==> config.mk <==
export PLATFORM = sky130hd
export DESIGN_NAME = rmq_prep
export DESIGN_NICKNAME = d
export VERILOG_FILES = /design/src/sv/rmq_pkg.sv /design/src/sv/rmq_prep.sv
export SDC_FILE = /design/constraint.sdc
export NUM_CORES = 1
export LEC_CHECK = 0
export BUFFER_PORTS_ARGS = -buffer_cell sky130_fd_sc_hd__buf_2
export CAP_MARGIN = 30
export CORE_UTILIZATION = 48
export DETAILED_ROUTE_END_ITERATION = 7
export GPL_TIMING_DRIVEN = 0
export PLACE_DENSITY = 0.69
export SLEW_MARGIN = 20
export SYNTH_ARGS = -nofsm -noshare
export SYNTH_HDL_FRONTEND = slang
export SYNTH_SLANG_ARGS = --single-unit
==> constraint.sdc <==
create_clock -name clk -period 2.1 [get_ports clk]
set_input_delay 0.42 -clock clk [delete_from_list [all_inputs] [get_ports clk]]
set_output_delay 0.42 -clock clk [all_outputs]
set_load 0.03 [all_outputs]
==> src/sv/rmq_pkg.sv <==
`timescale 1ns / 1ps
`default_nettype none
package rmq_pkg;

	localparam int FRAC_BITS_DEF = 14;
	localparam int DATA_W        = 16;
	localparam int MAG_W         = 17;
	localparam int QUO_W         = 16;

	// axis / lane targets: 0..2 are x, y, z and 3 is w
	localparam logic [1:0] TGT_X = 2'd0;
	localparam logic [1:0] TGT_Y = 2'd1;
	localparam logic [1:0] TGT_Z = 2'd2;
	localparam logic [1:0] TGT_W = 2'd3;

	// information that rides alongside the radicand and root
	typedef struct packed {
		logic                        degen;
		logic [1:0]                  root_tgt;
		logic [2:0][1:0]             tgt;
		logic [2:0]                  neg;
		logic [2:0][MAG_W-1:0]       mag;
	} side_t;

	// width of a positive radicand
	function automatic int rad_bits(input int f);
		return ((f > 17) ? f : 17) + 1;
	endfunction

	// width of the root of radicand << f
	function automatic int sqrt_bits(input int f);
		return (rad_bits(f) + f + 1) / 2;
	endfunction

endpackage
`default_nettype wire

==> src/sv/rmq_prep.sv <==
`timescale 1ns / 1ps
`default_nettype none
module rmq_prep
	import rmq_pkg::*;
#(
	parameter int FRAC_BITS = FRAC_BITS_DEF
) (
	input  wire logic                          clk,
	input  wire logic                          arst_n,
	input  wire logic                          en,
	input  wire logic                          in_valid,
	input  wire logic signed [2:0][2:0][DATA_W-1:0] m,
	output logic                               valid_s1,
	output logic [rad_bits(FRAC_BITS)-1:0]     rad_s1,
	output side_t                              side_s1
);
	localparam int RB = rad_bits(FRAC_BITS);
	localparam int PW = RB + 2;

	logic signed [DATA_W-1:0] e [3][3];
	logic signed [PW-1:0] one_w, trace, rad_tr, rad_el;
	logic        [1:0]    ai, aj, ak;
	logic                 tr_pos, degen;
	logic signed [17:0]   d [3];
	side_t                side;

	// element selects of a packed array are unsigned, so re-sign them
	always_comb begin
		for (int r = 0; r < 3; r++) begin
			for (int c = 0; c < 3; c++) begin
				e[r][c] = $signed(m[r][c]);
			end
		end
	end

	always_comb begin
		one_w  = {{(PW-1){1'b0}}, 1'b1} << FRAC_BITS;
		trace  = PW'(e[0][0]) + PW'(e[1][1]) + PW'(e[2][2]);
		tr_pos = trace > 0;
		rad_tr = trace + one_w;
		if (e[0][0] < e[1][1]) begin
			ai = (e[1][1] < e[2][2]) ? 2'd2 : 2'd1;
		end else begin
			ai = (e[0][0] < e[2][2]) ? 2'd2 : 2'd0;
		end
		case (ai)
			2'd0:    begin aj = 2'd1; ak = 2'd2; end
			2'd1:    begin aj = 2'd2; ak = 2'd0; end
			default: begin aj = 2'd0; ak = 2'd1; end
		endcase
		rad_el = PW'(e[ai][ai]) - PW'(e[aj][aj]) - PW'(e[ak][ak]) + one_w;
		degen  = !tr_pos && (rad_el <= 0);

		if (tr_pos) begin
			d[0] = 18'(e[2][1]) - 18'(e[1][2]);
			d[1] = 18'(e[0][2]) - 18'(e[2][0]);
			d[2] = 18'(e[1][0]) - 18'(e[0][1]);
			side.root_tgt = TGT_W;
			side.tgt[0]   = TGT_X;
			side.tgt[1]   = TGT_Y;
			side.tgt[2]   = TGT_Z;
		end else begin
			d[0] = 18'(e[ak][aj]) - 18'(e[aj][ak]);
			d[1] = 18'(e[aj][ai]) + 18'(e[ai][aj]);
			d[2] = 18'(e[ak][ai]) + 18'(e[ai][ak]);
			side.root_tgt = ai;
			side.tgt[0]   = TGT_W;
			side.tgt[1]   = aj;
			side.tgt[2]   = ak;
		end
		side.degen = degen;
		for (int l = 0; l < 3; l++) begin
			side.neg[l] = d[l][17];
			side.mag[l] = d[l][17] ? MAG_W'(-d[l]) : MAG_W'(d[l]);
		end
	end

	always_ff @(posedge clk or negedge arst_n) begin
		if (!arst_n) begin
			valid_s1 <= 1'b0;
		end else if (en) begin
			valid_s1 <= in_valid;
		end
	end

	// degenerate items carry a dummy radicand so the root stays nonzero
	always_ff @(posedge clk) begin
		if (en) begin
			rad_s1  <= degen ? RB'(1) : (tr_pos ? RB'(rad_tr) : RB'(rad_el));
			side_s1 <= side;
		end
	end
endmodule
`default_nettype wire

==> metrics <==
status=complete, but fails checks; failing checks=design-rule violations, negative setup slack; P_leak=9.38 nW; initial DRC count=2512; number of global-route vias before repair=16.9k; TNS Setup=-310.33 ns; Critical Path Start Type=input pin; final hold viol count=0; Longest Clk Path Bufs=2; GP Congestion=1.07; count leader, synth=ha_1; Rows=65; Final WS setup=-4.55 ns; Synth Register Bits=80; CP Capture Type=flop; WP data arrival=6.74 ns; Setup CP Type=in -> reg; DR pass1 iterations=8; Post-Synthesis Cells=1910; Layout area overhead=40.0%; CP peak stage delay=0.58 ns; gr ovfl total=0; detailed-route vias per instance=6.85; IO Pins=230; relative slew slack=40.7%; # DRC=2; Clock Sinks=80; Num CTS Buffers=9; number of antenna violations at the first check in global routing=2; crit path max fanout=3; VDD IR max=0.000997 V; MaxCap Viol Count=0; non-filler instance count after layout=2729; register area share after synthesis=15.4%; min-delay worst type=in -> reg; final number of setup-violating endpoints=79; Post-synth top flop=edfxtp_1; pin count of the biggest net entering global routing=62; Initial Util=49.0%; Placed Area=18100 um2; Tcrit/Tclk final=317%; top post-synthesis cells by area=ha_1, edfxtp_1, fa_1; Core Util, Final=68.7%; FILL cells=2518; worst-margin pin slew=0.882 ns; Unique masters post-synth=85; Placed Cells incl. Taps=2577; multi-input logic area=14300 um2; Syn. warnings=0; PD cells=1410 nW/um2; RSZ-0062 raised after global routing=yes; maximum achievable frequency=150 MHz; port bufs=229; TritonCTS clock tree=built; layout cell share with drive strength beyond 1=35.5%; Detailed Place HPWL=56700 um; FF+latch area=2400 um2; clock skew=0 ns; CTS Root Cell=clkbuf_16; Routed WL=75900 um; CTS clk-pin slew, worst paths=0.07 ns; top cell type's share of synthesized area=15.6%; global-route wire length before repair=106000 um; Crit-path slowest cell=fa_2; via count=18.7k; Nets=2672; Mean Syn Cell Area=8.16 um2; die width=182 um; leading area contributor after synthesis=ha_1; Diodes inserted=0; Post-Syn Nets=2293; core area=31800 um2; H-tree depth=3; Detail Route Antenna Nets=0; GRT Util Overall=43.0%; Die Height=182 um; post-DR wirelength/cell=27.8 um; worst skew pair latency=0.37 ns; post-synthesis cell area=15600 um2; most frequent cells after synthesis=ha_1, inv_1, a21oi_1; final instance area=21800 um2; Post-synth EDFFs=79; Hold WS=0.280 ns; Worst EP required=2.19 ns; die area=33200 um2; min Tclk post-route=6.65 ns; Slew Viols, Final=0; ys async rst share=1.25%
critical path: cells and delay by family:
| kind | cells | cell delay [ns] |
|---|---|---|
| simple gates | 12 | 2.36 |
| fa+ha+maj | 5 | 1.48 |
| compound gates | 8 | 1.14 |
| buf+inv | 9 | 0.95 |
| xor+xnor | 2 | 0.37 |
through the flow:
stage	total power (W)	setup WS, ns
after floorplan	0.0165	-4.07
after global placement	0.0215	-6.25
after detailed placement	0.0217	-6.36
after CTS	0.0258	-4.60
after global routing	0.0320	-4.78
final	0.0308	-4.55
where the power goes:
group	total (W)	switching (W)	leakage (nW)	internal, W
clock	0.00178	0.000831	0.149	0.000947
combinational	0.0261	0.0152	8.45	0.0108
sequential	0.00298	0.000160	0.783	0.00282
total	0.0308	0.0162	9.38	0.0146
state kept, by name, summed over array words and instances (netlist names):
signal,cells
side_s1,61
rad_s1,18
valid_s1,1
placed cells by master (no fill, tap or decap), types with 43 or more instances in the layout:
cell type	n
nor2_1	91
nor3_1	86
inv_1	128
a21oi_1	90
o21ai_0	56
ha_1	171
xnor2_1	58
buf_2	224
buf_4	101
nand3_1	82
a21o_1	43
buf_6	48
xor2_1	52
nand2_1	69
edfxtp_1	79
cell type report:
cell class	instances	share of cell area (%)
Clock buffer	9	1.03
Sequential cell	80	11.0
Multi-Input combinational cell	1589	65.3
Tap cell	435	2.49
Timing Repair Buffer	372	12.2
Inverter	145	2.66
Buffer	92	4.91
Clock inverter	7	0.384
per-layer routing:
metal	share of wire, %	wire length, um	GRT usage, %	vias to the layer above
met5	0	0	0	-
li1	-	-	-	8103
met2	43	32300	64.5	1345
met1	39	29700	57.8	8980
met4	5.1	3870	19.6	0
met3	13	10100	10.7	261
worst paths after layout:
check,from,endpoint,slack [ns],cells after the start
worst min-delay path,in_valid,valid_s1,0.28,2
worst min register to register,valid_s1,valid_s1,0.50,1
max in group asynchronous,arst_n,valid_s1,1.68,2
worst max-delay path,m[65],side_s1[12],-4.55,36
min in group asynchronous,arst_n,valid_s1,0.34,2
worst max register to register,valid_s1,valid_s1,1.37,1
logic make-up (layout without fill, tap and decap cells):
logic type,after synthesis,count (layout),share of synthesized area [%]
buffers and inverters,241,625,6.15
flip-flops,80,80,15.4
multiplexers,51,51,3.49
AO/OA/AOI/OAI,612,612,28.5
AND/OR/NAND/NOR,568,568,18.8
adder cells (fa/ha/maj),235,235,20.8
XOR/XNOR,123,123,6.91
what timing repair did:
item / CTS / global route
endpoints found under the hold margin: 1 / 0
gates cloned: 1 / 3
hold buffers: 1 / 0
setup endpoints to repair: 79 / 79
buffers inserted: 69 / 77
gates resized for setup: 258 / 293
pin swaps: 54 / 102
Power figures use the tool's default switching activity.
