--- src/sv/rmq_pkg.sv ---
`timescale 1ns / 1ps
`default_nettype none
package rmq_pkg;

	localparam int FRAC_BITS_DEF = 14;
	localparam int DATA_W        = 16;
	localparam int MAG_W         = 17;
	localparam int QUO_W         = 16;

	// axis / lane targets: 0..2 are x, y, z and 3 is w
	localparam logic [1:0] TGT_X = 2'd0;
	localparam logic [1:0] TGT_Y = 2'd1;
	localparam logic [1:0] TGT_Z = 2'd2;
	localparam logic [1:0] TGT_W = 2'd3;

	// information that rides alongside the radicand and root
	typedef struct packed {
		logic                        degen;
		logic [1:0]                  root_tgt;
		logic [2:0][1:0]             tgt;
		logic [2:0]                  neg;
		logic [2:0][MAG_W-1:0]       mag;
	} side_t;

	// width of a positive radicand
	function automatic int rad_bits(input int f);
		return ((f > 17) ? f : 17) + 1;
	endfunction

	// width of the root of radicand << f
	function automatic int sqrt_bits(input int f);
		return (rad_bits(f) + f + 1) / 2;
	endfunction

endpackage
`default_nettype wire

--- src/sv/rmq_sqrt.sv ---
`timescale 1ns / 1ps
`default_nettype none
module rmq_sqrt
	import rmq_pkg::*;
#(
	parameter int FRAC_BITS = FRAC_BITS_DEF
) (
	input  wire logic                          clk,
	input  wire logic                          arst_n,
	input  wire logic                          en,
	input  wire logic                          in_valid,
	input  wire logic [rad_bits(FRAC_BITS)-1:0] rad,
	input  wire side_t                         in_side,
	output logic                               out_valid,
	output logic [sqrt_bits(FRAC_BITS)-1:0]    root,
	output side_t                              out_side
);
	localparam int SB  = sqrt_bits(FRAC_BITS);
	localparam int RW  = 2 * SB;
	localparam int RMW = SB + 3;

	logic [RW-1:0]  arg_s  [SB+1];
	logic [RMW-1:0] rem_s  [SB+1];
	logic [SB-1:0]  root_s [SB+1];
	logic           vld_s  [SB+1];
	side_t          side_s [SB+1];

	// entry point: radicand scaled by one
	always_comb begin
		arg_s[0]  = RW'(rad) << FRAC_BITS;
		rem_s[0]  = '0;
		root_s[0] = '0;
		vld_s[0]  = in_valid;
		side_s[0] = in_side;
	end

	// one root bit per stage
	for (genvar k = 0; k < SB; k++) begin : g_stage
		logic [RMW-1:0] t, trial;
		always_comb begin
			t     = {rem_s[k][RMW-3:0], arg_s[k][RW-1 -: 2]};
			trial = RMW'({root_s[k], 2'b01});
		end
		always_ff @(posedge clk or negedge arst_n) begin
			if (!arst_n) begin
				vld_s[k+1] <= 1'b0;
			end else if (en) begin
				vld_s[k+1] <= vld_s[k];
			end
		end
		always_ff @(posedge clk) begin
			if (en) begin
				arg_s[k+1]  <= arg_s[k] << 2;
				side_s[k+1] <= side_s[k];
				if (t >= trial) begin
					rem_s[k+1]  <= t - trial;
					root_s[k+1] <= {root_s[k][SB-2:0], 1'b1};
				end else begin
					rem_s[k+1]  <= t;
					root_s[k+1] <= {root_s[k][SB-2:0], 1'b0};
				end
			end
		end
	end

	assign out_valid = vld_s[SB];
	assign root      = root_s[SB];
	assign out_side  = side_s[SB];
endmodule
`default_nettype wire

--- config.mk ---
export PLATFORM = sky130hd
export DESIGN_NAME = rmq_sqrt
export DESIGN_NICKNAME = d
export VERILOG_FILES = /design/src/sv/rmq_pkg.sv /design/src/sv/rmq_sqrt.sv
export SDC_FILE = /design/constraint.sdc
export NUM_CORES = 1
export LEC_CHECK = 0
export ABC_CLOCK_PERIOD_IN_PS = 4450
export BUFFER_PORTS_ARGS = -buffer_cell sky130_fd_sc_hd__clkbuf_2
export CORE_MARGIN = 4
export CORE_UTILIZATION = 56
export DETAILED_ROUTE_END_ITERATION = 7
export HOLD_SLACK_MARGIN = 0.03
export PLACE_DENSITY_LB_ADDON = 0.2
export SETUP_SLACK_MARGIN = 0.5
export SLEW_MARGIN = 20
export SYNTH_ARGS = -nofsm -noshare
export SYNTH_HDL_FRONTEND = slang
export SYNTH_SLANG_ARGS = --single-unit
--- constraint.sdc ---
create_clock -name clk -period 4.45 [get_ports clk]
set_clock_uncertainty 0.15 [all_clocks]
set_input_delay 0.2225 -clock clk [delete_from_list [all_inputs] [get_ports clk]]
set_output_delay 0.2225 -clock clk [all_outputs]
set_load 0.02 [all_outputs]
==> summary.txt <==
Largest net degree at the start of global routing: 140
Vias per inst: 5.26
Router iterations before antenna repair: 6
Top Ports: 165
Total GRT Usage: 15.0%
Critical path peak fanout: 5
Status: finished clean
Cell Area, Synth: 0.0537 sq mm
Worst slew margin: 41.4%
Die Area: 0.101 sq mm
Remaining Overflow, GRT: 0
H-tree depth: 4
Setup violators final: 0
Clock Sinks: 1,463
Number of global-route vias before repair: 25,785
Layout cell share with drive strength beyond 1: 14.5%
HP Class: primary input to flip-flop
Synth Flop Type: edfxtp_1
CTS Buf Count: 144
Syn avg cell area: 18.6 sq um
Port bufs: 164
Synth Net Count: 3,122
CTS tree: built
Pwr Density: 495 mW/mm^2
Worst EP required: 4.85 ns
Placement Rows: 113
VDD IR max: 0.476 mV
Cell variety after synth: 83
Clock Latency Late Sink: 0.73 ns
Die Span Y: 318 um
Yosys warns: 0
Worst setup EP type: flip-flop
Clock root cell: clkbuf_16
Setup TNS: 0 ns
CP Launch Type: flip-flop
Drt drc: 0
Core area: 0.0950 sq mm
Pleak: 0.0226 uW
Max-slew violation count: 0
Routed wire length: 75,300 um
Vias: 24,649
Clk slew on worst S/H paths: 0.06 ns
RSZ-0062 raised after global routing: false
Iter 0 DRT Violations: 1,777
Initial Util: 56.5%
Area grow syn2layout: 15.6%
Met2 Use GR: 27.5%
Final hold viol count: 0
Crit path arrival time: 3.86 ns
Gr busiest metal: met2
Dpl hpwl: 44,300 um
Worst Tran Pin Value: 0.879 ns
Seq/Total Area, Yosys: 81.7%
Crit path time final: 3.46 ns
# Max-Cap Violations: 0
Antenna diodes: 0
Fmax: 289 MHz
Final critical-path share of the clock period: 77.8%
Count of antenna-violating nets left after detailed routing: 0
Post-CTS Setup Bufs: 0
Initial antenna violation count: 0
Met1 usage in global routing: 17.1%
Cells after synthesis: 2,892
Die width: 318 um
First-pass GRT wire length: 125,000 um
Met3 usage: 3.19%
Fraction of registers with async set/reset: 1.09%
Maximum root-to-sink buffer count: 3
Final hold slack: 0.0908 ns
WL/cell: 16.1 um
Number of flops mapped to enable cells by yosys: 1,447
Critical path type: flip-flop to flip-flop
Seq cells post-synth: 1,463
GPL Wtd Cong: 0.900
NumNets Final: 3,533
==> report_power, final <==
group	switching [uW]	internal, uW	total [uW]
logic	1300	1030	2330
clock network	4860	6650	11500
registers	446	16400	16900
==> layout by cell type, fill, tap and decap left out, drive strengths merged, types with 5 or more instances in the layout <==
| cell | count |
|---|---|
| xnor2 | 86 |
| fa | 6 |
| bufinv | 9 |
| o21a | 29 |
| or4 | 9 |
| nand2 | 66 |
| or3 | 20 |
| a21o | 38 |
| nand4 | 20 |
| a211oi | 18 |
| nand2b | 18 |
| o21ai | 82 |
| ha | 139 |
| o31ai | 8 |
| nor2b | 23 |
| inv | 169 |
| nor4 | 27 |
| a21oi | 119 |
| nand3 | 32 |
| o211ai | 12 |
| a31oi | 10 |
| clkinv | 71 |
| nand3b | 9 |
| mux2i | 10 |
| xor2 | 62 |
| dfrtp | 16 |
| buf | 35 |
| o31a | 5 |
| o2111ai | 6 |
| dlygate4sd3 | 156 |
| and2 | 9 |
| nor3 | 38 |
| clkbuf | 337 |
| or2 | 9 |
| mux2 | 66 |
| nor2 | 136 |
| edfxtp | 1447 |
| nand4b | 7 |
==> layer usage <==
metal / part of all wire, % / wire length [um]
met1: 39 / 29400
met2: 54 / 40300
met3: 4.2 / 3130
met4: 3.2 / 2390
met5: 0 / 0
==> worst max-delay path, cell delays in order (launching register included) <==
cell	delay, ns
edfxtp_1	0.48
ha_1	0.29
fa_1	0.43
a211oi_1	0.44
o21ai_0	0.21
a31oi_1	0.46
o21ai_0	0.24
nor4_1	0.34
mux2i_1	0.26
==> cell type report <==
cell class / count / area, sq um
repair buffers: 354 / 2840
clock buffers: 174 / 3810
inverters: 163 / 614
well taps: 1265 / 1580
multi-input cells: 1177 / 8600
fillers: 6337 / 33000
clock inverters: 87 / 737
flip-flops and latches: 1463 / 43900
==> final timing paths <==
kind	from	end	slack (ns)	cells past startpoint
max in group asynchronous	arst_n	vld_s[6]	3.20	3
min reg2reg	side_s[632]	side_s[569]	0.25	0
max reg2reg	g_stage[12].t[2]	g_stage[13].t[18]	0.99	8
min	in_side[8]	side_s[953]	0.09	2
min in group asynchronous	arst_n	vld_s[1]	0.50	3
max	g_stage[12].t[2]	g_stage[13].t[18]	0.99	8
==> repair_timing <==
item / in CTS / in global routing
hold buffers: 156 / 0
hold endpoints to repair: 170 / 0
resized for setup: 0 / 0
endpoints found under the setup margin: 0 / 0
==> flip-flops by register name, indices dropped and copies added (netlist names) <==
name and flops:
arg_s 72, side_s 945, vld_s 15, root 16
g_stage.trial 120, out_valid 1, out_side 63, g_stage.t 231
==> synthesized netlist by cell type, drive strengths merged (20+ instances only) <==
cell	instances	share of area [%]
a21o	38	0.53
a21oi	119	1.1
buf	78	1.0
edfxtp	1447	81
ha	139	3.2
inv	162	1.1
mux2	66	1.4
nand2	66	0.46
nand3	32	0.31
nand4	20	0.23
nor2	136	0.97
nor2b	23	0.27
nor3	38	0.36
nor4	27	0.31
o21a	29	0.41
o21ai	82	0.77
or3	20	0.23
xnor2	86	1.4
xor2	62	1.0
==> metrics by stage <==
step / power (uW) / cell area (sq um) / cells / util, % / setup slack [ns]
5_1_grt: 32100 / 62000 / 4683 / 65.3 / 0.877
3_3_place_gp: 19200 / 55900 / 4265 / 58.8 / 1.36
4_1_cts: 31000 / 62000 / 4682 / 65.3 / 1.13
2_1_floorplan: 18500 / 53700 / 2892 / - / 1.71
6_report: 30700 / 62000 / 4683 / 65.3 / 0.989
3_5_place_dp: 19400 / 55900 / 4265 / 58.8 / 1.15
==> cells by family (layout without fill, tap and decap cells) <==
group | after synthesis | in the layout | synth area share [%]
AO/OA/AOI/OAI | 366 | 366 | 4.33
multiplexers | 76 | 76 | 1.57
XOR/XNOR | 148 | 148 | 2.42
adder cells (fa/ha/maj) | 145 | 145 | 3.46
other | 1 | 1 | 0.00699
flip-flops | 1463 | 1463 | 81.7
buffers and inverters | 252 | 778 | 2.26
AND/OR/NAND/NOR | 441 | 441 | 4.24
Power figures use the tool's default switching activity.
